[src/hdl/caustic_light_pixel_modulator_defines.svh]
// assertion macros shared by the caustic light pixel modulator sources
// no dependencies; included by the files that carry concurrent checks
`ifndef CAUSTIC_LIGHT_PIXEL_MODULATOR_DEFINES_SVH
`define CAUSTIC_LIGHT_PIXEL_MODULATOR_DEFINES_SVH

// consequent must hold in the same cycle as the antecedent
`define CLPM_ASSERT_SAME(label, clk, rst, ante, cons, msg) \
   label: assert property (@(posedge clk) disable iff (rst) (ante) |-> (cons)) \
      else $error(msg);

// consequent must hold in the cycle after the antecedent
`define CLPM_ASSERT_NEXT(label, clk, rst, ante, cons, msg) \
   label: assert property (@(posedge clk) disable iff (rst) (ante) |=> (cons)) \
      else $error(msg);

`endif

[src/hdl/clpm_pkg.sv]
// shared types, constants and profile table builders for the caustic light modulator
// no dependencies; imported by the lane, merge and top level modules
package clpm_pkg;

   localparam int PROFILE_DEPTH_DEF = 512;
   localparam int POOL_SPAN_DEF     = 8;
   localparam int PIPE_STAGES       = 5;
   localparam int CSR_ADDR_W        = 4;

   localparam logic [8:0]  BASE_GAIN_RST = 9'd256;
   localparam logic [8:0]  AMP_SCALE_RST = 9'd256;
   localparam logic [30:0] POOL_STEP_RST = 31'd69424;
   localparam logic [4:0]  POOL_DEPTH_K  = 5'd30;

   localparam logic [63:0]        QONE        = 64'd1073741824;
   localparam logic signed [63:0] QONE_S      = 64'sd1073741824;
   localparam logic [63:0]        HALF_PI_Q30 = 64'd1686629713;
   localparam logic [31:0]        OFS_B       = 32'd751921801;
   localparam logic [31:0]        OFS_D       = 32'd1640556661;

   // per-stage load strobes handed from the top level to lanes and merge
   typedef struct packed {
      logic row_load;
      logic pair_take;
      logic load_q;
      logic load_rom;
      logic load_mix;
      logic load_out;
   } pipe_ctl_type;

   // q30 sine of an angle given in 2^-32 turns
   function automatic logic signed [63:0] sin_q30(input logic [31:0] t);
      logic [63:0] f;
      logic [63:0] x;
      logic [63:0] x2;
      logic [63:0] term;
      logic [63:0] s;
      f = {34'd0, t[29:0]};
      if (t[30]) begin
         f = QONE - f;
      end
      x    = (f * HALF_PI_Q30) >> 30;
      x2   = (x * x) >> 30;
      term = QONE - (((x2 * QONE) >> 30) / 64'd110);
      term = QONE - (((x2 * term) >> 30) / 64'd72);
      term = QONE - (((x2 * term) >> 30) / 64'd42);
      term = QONE - (((x2 * term) >> 30) / 64'd20);
      term = QONE - (((x2 * term) >> 30) / 64'd6);
      s    = (x * term) >> 30;
      if (t[31]) begin
         return -$signed(s);
      end
      return $signed(s);
   endfunction

   function automatic logic [63:0] qpow(input logic [63:0] x, input int n);
      logic [63:0] r;
      r = QONE;
      for (int i = 0; i < n; i++) begin
         r = (r * x) >> 30;
      end
      return r;
   endfunction

   // bright peaks narrow, dark troughs shallow
   function automatic logic [7:0] sharpen(input logic signed [63:0] v);
      logic [63:0] rhs;
      logic        found;
      int          kk;
      logic [7:0]  res;
      found = 1'b0;
      kk    = 0;
      if (v == 64'sd0) begin
         res = 8'd128;
      end else if (v > 64'sd0) begin
         rhs = qpow(64'(v), 11);
         for (int k = 127; k > 0; k--) begin
            if (!found) begin
               if (qpow((64'(k) << 30) / 64'd127, 5) <= rhs) begin
                  found = 1'b1;
                  kk    = k;
               end
            end
         end
         res = 8'(128 + kk);
      end else begin
         rhs = qpow(64'(-v), 8);
         for (int k = 60; k > 0; k--) begin
            if (!found) begin
               if (qpow((64'(k * 20) << 30) / 64'd889, 5) <= rhs) begin
                  found = 1'b1;
                  kk    = k;
               end
            end
         end
         res = 8'(128 - kk);
      end
      return res;
   endfunction

   function automatic logic [7:0] caustic_entry(input logic [31:0] t1,
                                                input logic [31:0] t2,
                                                input logic [31:0] t3);
      logic signed [63:0] v;
      v = (64'sd60 * sin_q30(t1) + 64'sd30 * sin_q30(t2) + 64'sd18 * sin_q30(t3))
          / 64'sd100;
      return sharpen(v);
   endfunction

   function automatic logic [7:0] pool_entry(input logic [31:0] t1);
      logic signed [63:0] p;
      p = 64'sd128 + (sin_q30(t1) * 64'sd126) / QONE_S;
      return p[7:0];
   endfunction

endpackage

[src/hdl/clpm_merge.sv]
// merge stage: combines the lane profiles into one gain and shades both pixels
// depends on clpm_pkg for the stage strobes and the pool depth constant
module clpm_merge import clpm_pkg::*; (
   input  logic         clock,
   input  pipe_ctl_type ctl,
   input  logic [7:0]   prof_a,
   input  logic [7:0]   prof_b,
   input  logic [7:0]   prof_d,
   input  logic [7:0]   prof_pool,
   input  logic [8:0]   row_depth,
   input  logic [15:0]  pixel_0,
   input  logic [15:0]  pixel_1,
   input  logic [8:0]   base_gain,
   output logic [15:0]  lit_pixel_0,
   output logic [15:0]  lit_pixel_1,
   output logic [8:0]   light_gain
);

   function automatic logic [15:0] scale_pixel(input logic [15:0] pix,
                                               input logic [8:0]  gain);
      logic [13:0] r_p;
      logic [14:0] g_p;
      logic [13:0] b_p;
      r_p = 14'(pix[15:11]) * 14'(gain);
      g_p = 15'(pix[10:5])  * 15'(gain);
      b_p = 14'(pix[4:0])   * 14'(gain);
      return {r_p[12:8], g_p[13:8], b_p[12:8]};
   endfunction

   logic [9:0]         dark_sum;
   logic [18:0]        shade_prod;
   logic [12:0]        pool_prod;
   logic [9:0]         shade_ff;
   logic [3:0]         pool_ff;
   logic [15:0]        pix0_ff, pix1_ff;
   logic signed [10:0] gain_diff;
   logic [8:0]         gain_clamped;
   logic [15:0]        lit0_ff, lit1_ff;
   logic [8:0]         gain_ff;

   assign dark_sum   = {2'b00, ~prof_a} + {2'b00, ~prof_b} + {2'b00, ~prof_d};
   assign shade_prod = 19'(dark_sum) * 19'(row_depth);
   assign pool_prod  = {5'd0, ~prof_pool} * 13'(POOL_DEPTH_K);

   always_ff @(posedge clock) begin
      if (ctl.load_mix) begin
         shade_ff <= shade_prod[18:9];
         pool_ff  <= pool_prod[12:9];
         pix0_ff  <= pixel_0;
         pix1_ff  <= pixel_1;
      end
   end

   assign gain_diff = $signed({2'b00, base_gain}) - $signed({1'b0, shade_ff})
                    - $signed({7'd0, pool_ff});

   always_comb begin
      priority if (gain_diff < 11'sd0) begin
         gain_clamped = 9'd0;
      end else if (gain_diff > 11'sd256) begin
         gain_clamped = 9'd256;
      end else begin
         gain_clamped = gain_diff[8:0];
      end
   end

   always_ff @(posedge clock) begin
      if (ctl.load_out) begin
         lit0_ff <= scale_pixel(pix0_ff, gain_clamped);
         lit1_ff <= scale_pixel(pix1_ff, gain_clamped);
         gain_ff <= gain_clamped;
      end
   end

   assign lit_pixel_0 = lit0_ff;
   assign lit_pixel_1 = lit1_ff;
   assign light_gain  = gain_ff;

endmodule

[config.mk]
export PLATFORM = sky130hd
export DESIGN_NAME = clpm_merge
export DESIGN_NICKNAME = d
export VERILOG_FILES = /design/src/hdl/caustic_light_pixel_modulator_defines.svh /design/src/hdl/clpm_pkg.sv /design/src/hdl/clpm_merge.sv
export SDC_FILE = /design/constraint.sdc
export NUM_CORES = 1
export LEC_CHECK = 0
export BUFFER_PORTS_ARGS = -buffer_cell sky130_fd_sc_hd__buf_2
export CORE_UTILIZATION = 26
export CTS_BUF_LIST = sky130_fd_sc_hd__clkbuf_4
export CTS_CLUSTER_DIAMETER = 40
export CTS_CLUSTER_SIZE = 16
export DETAILED_ROUTE_END_ITERATION = 8
export MAX_ROUTING_LAYER = met4
export PLACE_DENSITY = 0.39
export REMOVE_ABC_BUFFERS = 1
export SYNTH_ARGS = -nofsm -noshare
export SYNTH_HDL_FRONTEND = slang
export SYNTH_SLANG_ARGS = --single-unit
export TNS_END_PERCENT = 30
[constraint.sdc]
create_clock -name clock -period 8.5 [get_ports clock]
set_clock_uncertainty 0.2 [all_clocks]
set_input_delay 1.275 -clock clock [delete_from_list [all_inputs] [get_ports clock]]
set_output_delay 1.275 -clock clock [all_outputs]
set_load 0.005 [all_outputs]
* After elaboration in Yosys (flattened, before gate mapping)
Cells that the tools add are included.
Word-level totals: flip-flop bits (word level) 87, bits in latches 0, bits in writable memories 0, memory bits (read-only) 0, bits of input ports 89, output and inout port bits 41, logic and storage cells 27, memories kept 0
Operators by class: add/subtract/negate cells 4, multiply operators 8, div/mod/pow operators 0, $lt $le $gt $ge 2, equal/unequal tests 0, shift-type cells 0, mux-type cells 2, bitwise operators 4, reduce and logical (&&, ||, !) cells 0
Operators with widths (number):
- multiplier 5 x 9 -> 13 bit | 4
- NOT 8 bit | 4
- multiplier 6 x 9 -> 14 bit | 2
- multiplier 10 x 9 -> 19 bit | 1
- 2-to-1 mux 9 bit | 2
- multiplier 8 x 4 -> 12 bit, second input constant | 1
- greater-than comparator 11 x 10 -> 1 bit, second input constant | 1
- < comparator 11 x 1 -> 1 bit, second input constant | 1
- subtractor 11 x 5 -> 11 bit | 1
- subtractor 9 x 10 -> 11 bit | 1
- adder 9 x 8 -> 10 bit | 1
- adder 8 x 8 -> 9 bit | 1

* Depth between registers and ports, before layout
depth in word-level cells 6, gate-level depth with buffers 30, mapped depth without buffers 28

* Worst setup path before layout
Ideal clock, no wire load.
kind input to register, start in base_gain[2], end reg lit1_ff[4], in the netlist lit_pixel_1[4] (data pin), setup time 268 ps, data arrival time 7211 ps, slack 821 ps, stages on the path 24, path buffers 2, cell sequence fa_1 ha_1 nor3_1 a211oi_2 or4b_1 o2111ai_2 nand4_4 a21o_1 buf_2 nor2_1 buf_2 nand2_1 fa_1 fa_1 fa_1 inv_1 ha_1 a211o_1 a21oi_1 nand2_1 o221ai_1 nor2_1 a2111oi_1 xnor2_1
On the way: cells in the longest elaborated chain, start to end 6, elaborated cells on any way between the ends 7
Ends and longest elaborated chain:
- start: declaration | line clpm_merge.sv:13 | input logic [8:0] base_gain,
- subtractor 9 x 10 -> 11 bit (*) | line clpm_merge.sv:54 | assign gain_diff = $signed({2'b00, base_gain}) - $signed({1'b0, shade_ff})
- subtractor 11 x 5 -> 11 bit (*) | line clpm_merge.sv:55 | - $signed({7'd0, pool_ff});
- greater-than comparator 11 x 10 -> 1 bit | line clpm_merge.sv:60 | end else if (gain_diff > 11'sd256) begin
- 2-to-1 mux 9 bit | line clpm_merge.sv:60
- 2-to-1 mux 9 bit (*) | line clpm_merge.sv:58 | priority if (gain_diff < 11'sd0) begin
- net gain_clamped[1] | line clpm_merge.sv:37 | logic [8:0] gain_clamped;
- multiplier 5 x 9 -> 13 bit (*) | line clpm_merge.sv:26 | b_p = 14'(pix[4:0]) * 14'(gain);
- end signal: assignment | line clpm_merge.sv:70 | lit1_ff <= scale_pixel(pix1_ff, gain_clamped);
- end: declaration | line clpm_merge.sv:38 | logic [15:0] lit0_ff, lit1_ff;
The timed path passes the listed nets; every way through them passes the cells marked *. A chain may end at the register's enable or synchronous reset.

* Worst setup path in the final report
start in base_gain[0], end reg lit1_ff[4], in the netlist lit_pixel_1[4] (data pin)
On the way: cells in the longest elaborated chain, start to end 6, elaborated cells on any way between the ends 7
Ends and longest elaborated chain (line):
- subtractor 9 x 10 -> 11 bit (*) | clpm_merge.sv:54
- subtractor 11 x 5 -> 11 bit (*) | clpm_merge.sv:55
- greater-than comparator 11 x 10 -> 1 bit | clpm_merge.sv:60
- 2-to-1 mux 9 bit | clpm_merge.sv:60
- 2-to-1 mux 9 bit (*) | clpm_merge.sv:58
- multiplier 5 x 9 -> 13 bit (*) | clpm_merge.sv:26
Every way passes the cells marked *; elsewhere a longest branch is shown, timed or not.

==> impl_metrics.yaml <==
die:
  die_y_um: 239
  dieArea_um2: 57300
  core_um2: 55400
  ioPinCount: 130
  rows: 86
  die_w_um: 239
  initial_core_util: 0.265
synth:
  synth_top_cell_area_share: 0.288
  synth_warnings: 0
  syn_area_um2: 14700
  synth_async_sr_flop_share: 0
  ys.flop_type: "edfxtp_1"
  yosysTopAreaCell: "fa_1"
  synth-seq-cells: 87
  avgSynthCellArea_um2: 9.51
  syn_inst: 1542
  synth_edf_count: 87
  yosysSeqAreaShare: 0.178
  synthTopCellsByArea: "fa_1, edfxtp_1, ha_1"
  ys_types: 57
routing:
  avgRoutedWirePerCell_um: 14.0
  ant_nets: 0
  drc_errors: 0
  wl_um: 34000
  via_per_inst: 4.27
  drt_iter0_drc: 226
  dr.pass1.iters: 4
  vias: 10365
critical_path:
  cpMostUsedCell: "fa_1"
  arrival_ns: 7.80
  cp.required_ns: 8.61
  critPathSlowestCell: "fa_1"
  endpoint_kind: "register"
  critPathMaxStageDelay_ns: 0.55
  path_max_fanout: 26
  startpoint_type: "input pin"
  path_class: "in -> reg"
clock_tree:
  cts_hold_buf: 0
  cts_sinks: 87
  clockBufferDepth: 2
  worstSkewPairLatency_ns: 0.55
  cts_buffers: 9
  cts_tree: "built"
  h-tree-depth: 3
  path_clk_slew_ns: 0.15
  post_cts_resized: 0
  cts_setup_buffers: 0
  root_buffer: "clkbuf_4"
grt:
  grtUsageTotal: 0.130
  grt_pass1_wl_um: 56700
  antenna_found_initial: 4
  overflow: 0
  grt_pass1_vias: 11111
  grt_max_degree: 47
layout:
  drive_gt1_frac: 0.119
  syn2layout_area_growth_pct: 12.7
  utilization: 0.298
  mostFrequentLayoutCells: "inv_1, fa_1, ha_1"
  layout.nets: 2160
  mostFrequentLayoutCell: "inv_1"
  n_fill_cell: 5887
sta:
  setup_violations: 0
  max_slew_margin: 0.477
  min_period_over_period: 0.905
  tightest_slew_ns: 0.780
  drv_slew: 0
  setup_tns_ns: 0
  clock.fmax_ghz: 0.130
  rsz0062_at_grt: "false"
  final_hold_viol_count: 0
  period_needed_ns: 7.69
placement:
  port-buffer-count: 125
  place.gp.congestion: 0.755
  dpl.hpwl_um: 27400
run:
  cap_violations: 0
outcome:
  status: "finished clean"
min_path:
  hp-class: "in -> reg"
[critical path, delay by kind of cell]
kind,cells,cell delay (ns)
xor+xnor,1,0.11
buf+inv,5,0.48
compound gates,8,2.21
fa+ha+maj,6,2.44
simple gates,6,1.25
[stage by stage]
stage | setup WS, ns | area (um^2) | cells | hold slack (ns)
floorplan | 0.177 | 14500 | 1498 | 0.629
finish | 0.807 | 16500 | 2429 | 0.688
global placement | 0.267 | 16400 | 2409 | 0.755
global route | 0.406 | 16500 | 2428 | 0.635
CTS | 0.789 | 16500 | 2424 | 0.610
detailed placement | 0.123 | 16400 | 2409 | 0.761
[sequential cells by signal (all words and copies together), names as in the netlist]
register / flops
light_gain: 9
lit_pixel_0: 16
lit_pixel_1: 16
pix0_ff: 16
pix1_ff: 16
pool_ff: 4
shade_ff: 10
[cell type report]
class                   count  area [um^2]  area share
multi-input cells        1086        10700       0.647
well taps                 748          936      0.0566
repair buffers            163          948      0.0574
inverters                 325         1220      0.0738
flip-flops and latches     87         2610       0.158
clock inverters             6         38.8     0.00235
diodes                      5         12.5    0.000757
clock buffers               9         67.6     0.00409
[synthesized netlist by cell type, types with 21 or more instances]
cell type	number
nor2_1	45
inv_1	325
edfxtp_1	87
o21ai_0	21
a21oi_1	39
fa_1	211
xnor2_1	54
nand2_1	156
and3_1	57
and2_1	174
ha_1	188
clkbuf_1	37
[layer usage]
metal,wire [um],share of wire,vias to the layer above,GRT usage
met5,0,0,-,-
met4,421,0.012,0,0.0328
met3,970,0.028,22,0.0174
met2,16400,0.48,109,0.222
met1,16300,0.48,5121,0.161
li1,-,-,5113,-
[logic make-up (layout without fill, tap and decap cells)]
family | after synthesis | count (layout) | share of synthesized area
other cells | 0 | 5 | 0
compound gates | 128 | 128 | 0.0609
flops | 87 | 87 | 0.178
buf+inv | 369 | 503 | 0.0951
fa+ha+maj | 399 | 399 | 0.449
xor+xnor | 72 | 72 | 0.0435
simple gates | 487 | 487 | 0.174
[worst paths after layout]
kind	cells after the start	slack [ns]	to	startpoint
min reg2reg	3	0.80	lit_pixel_1[15]$_DFFE_PP_	pix1_ff[15]$_DFFE_PP_
max	26	0.81	lit_pixel_1[4]$_DFFE_PP_	base_gain[0]
max reg2reg	26	1.25	lit_pixel_1[4]$_DFFE_PP_	pool_ff[0]$_DFFE_PP_
min	1	0.69	pix0_ff[13]$_DFFE_PP_	pixel_0[13]
Power is not shown: default switching activity piles up to over one toggle a cycle in this logic, so the estimate is an artifact.
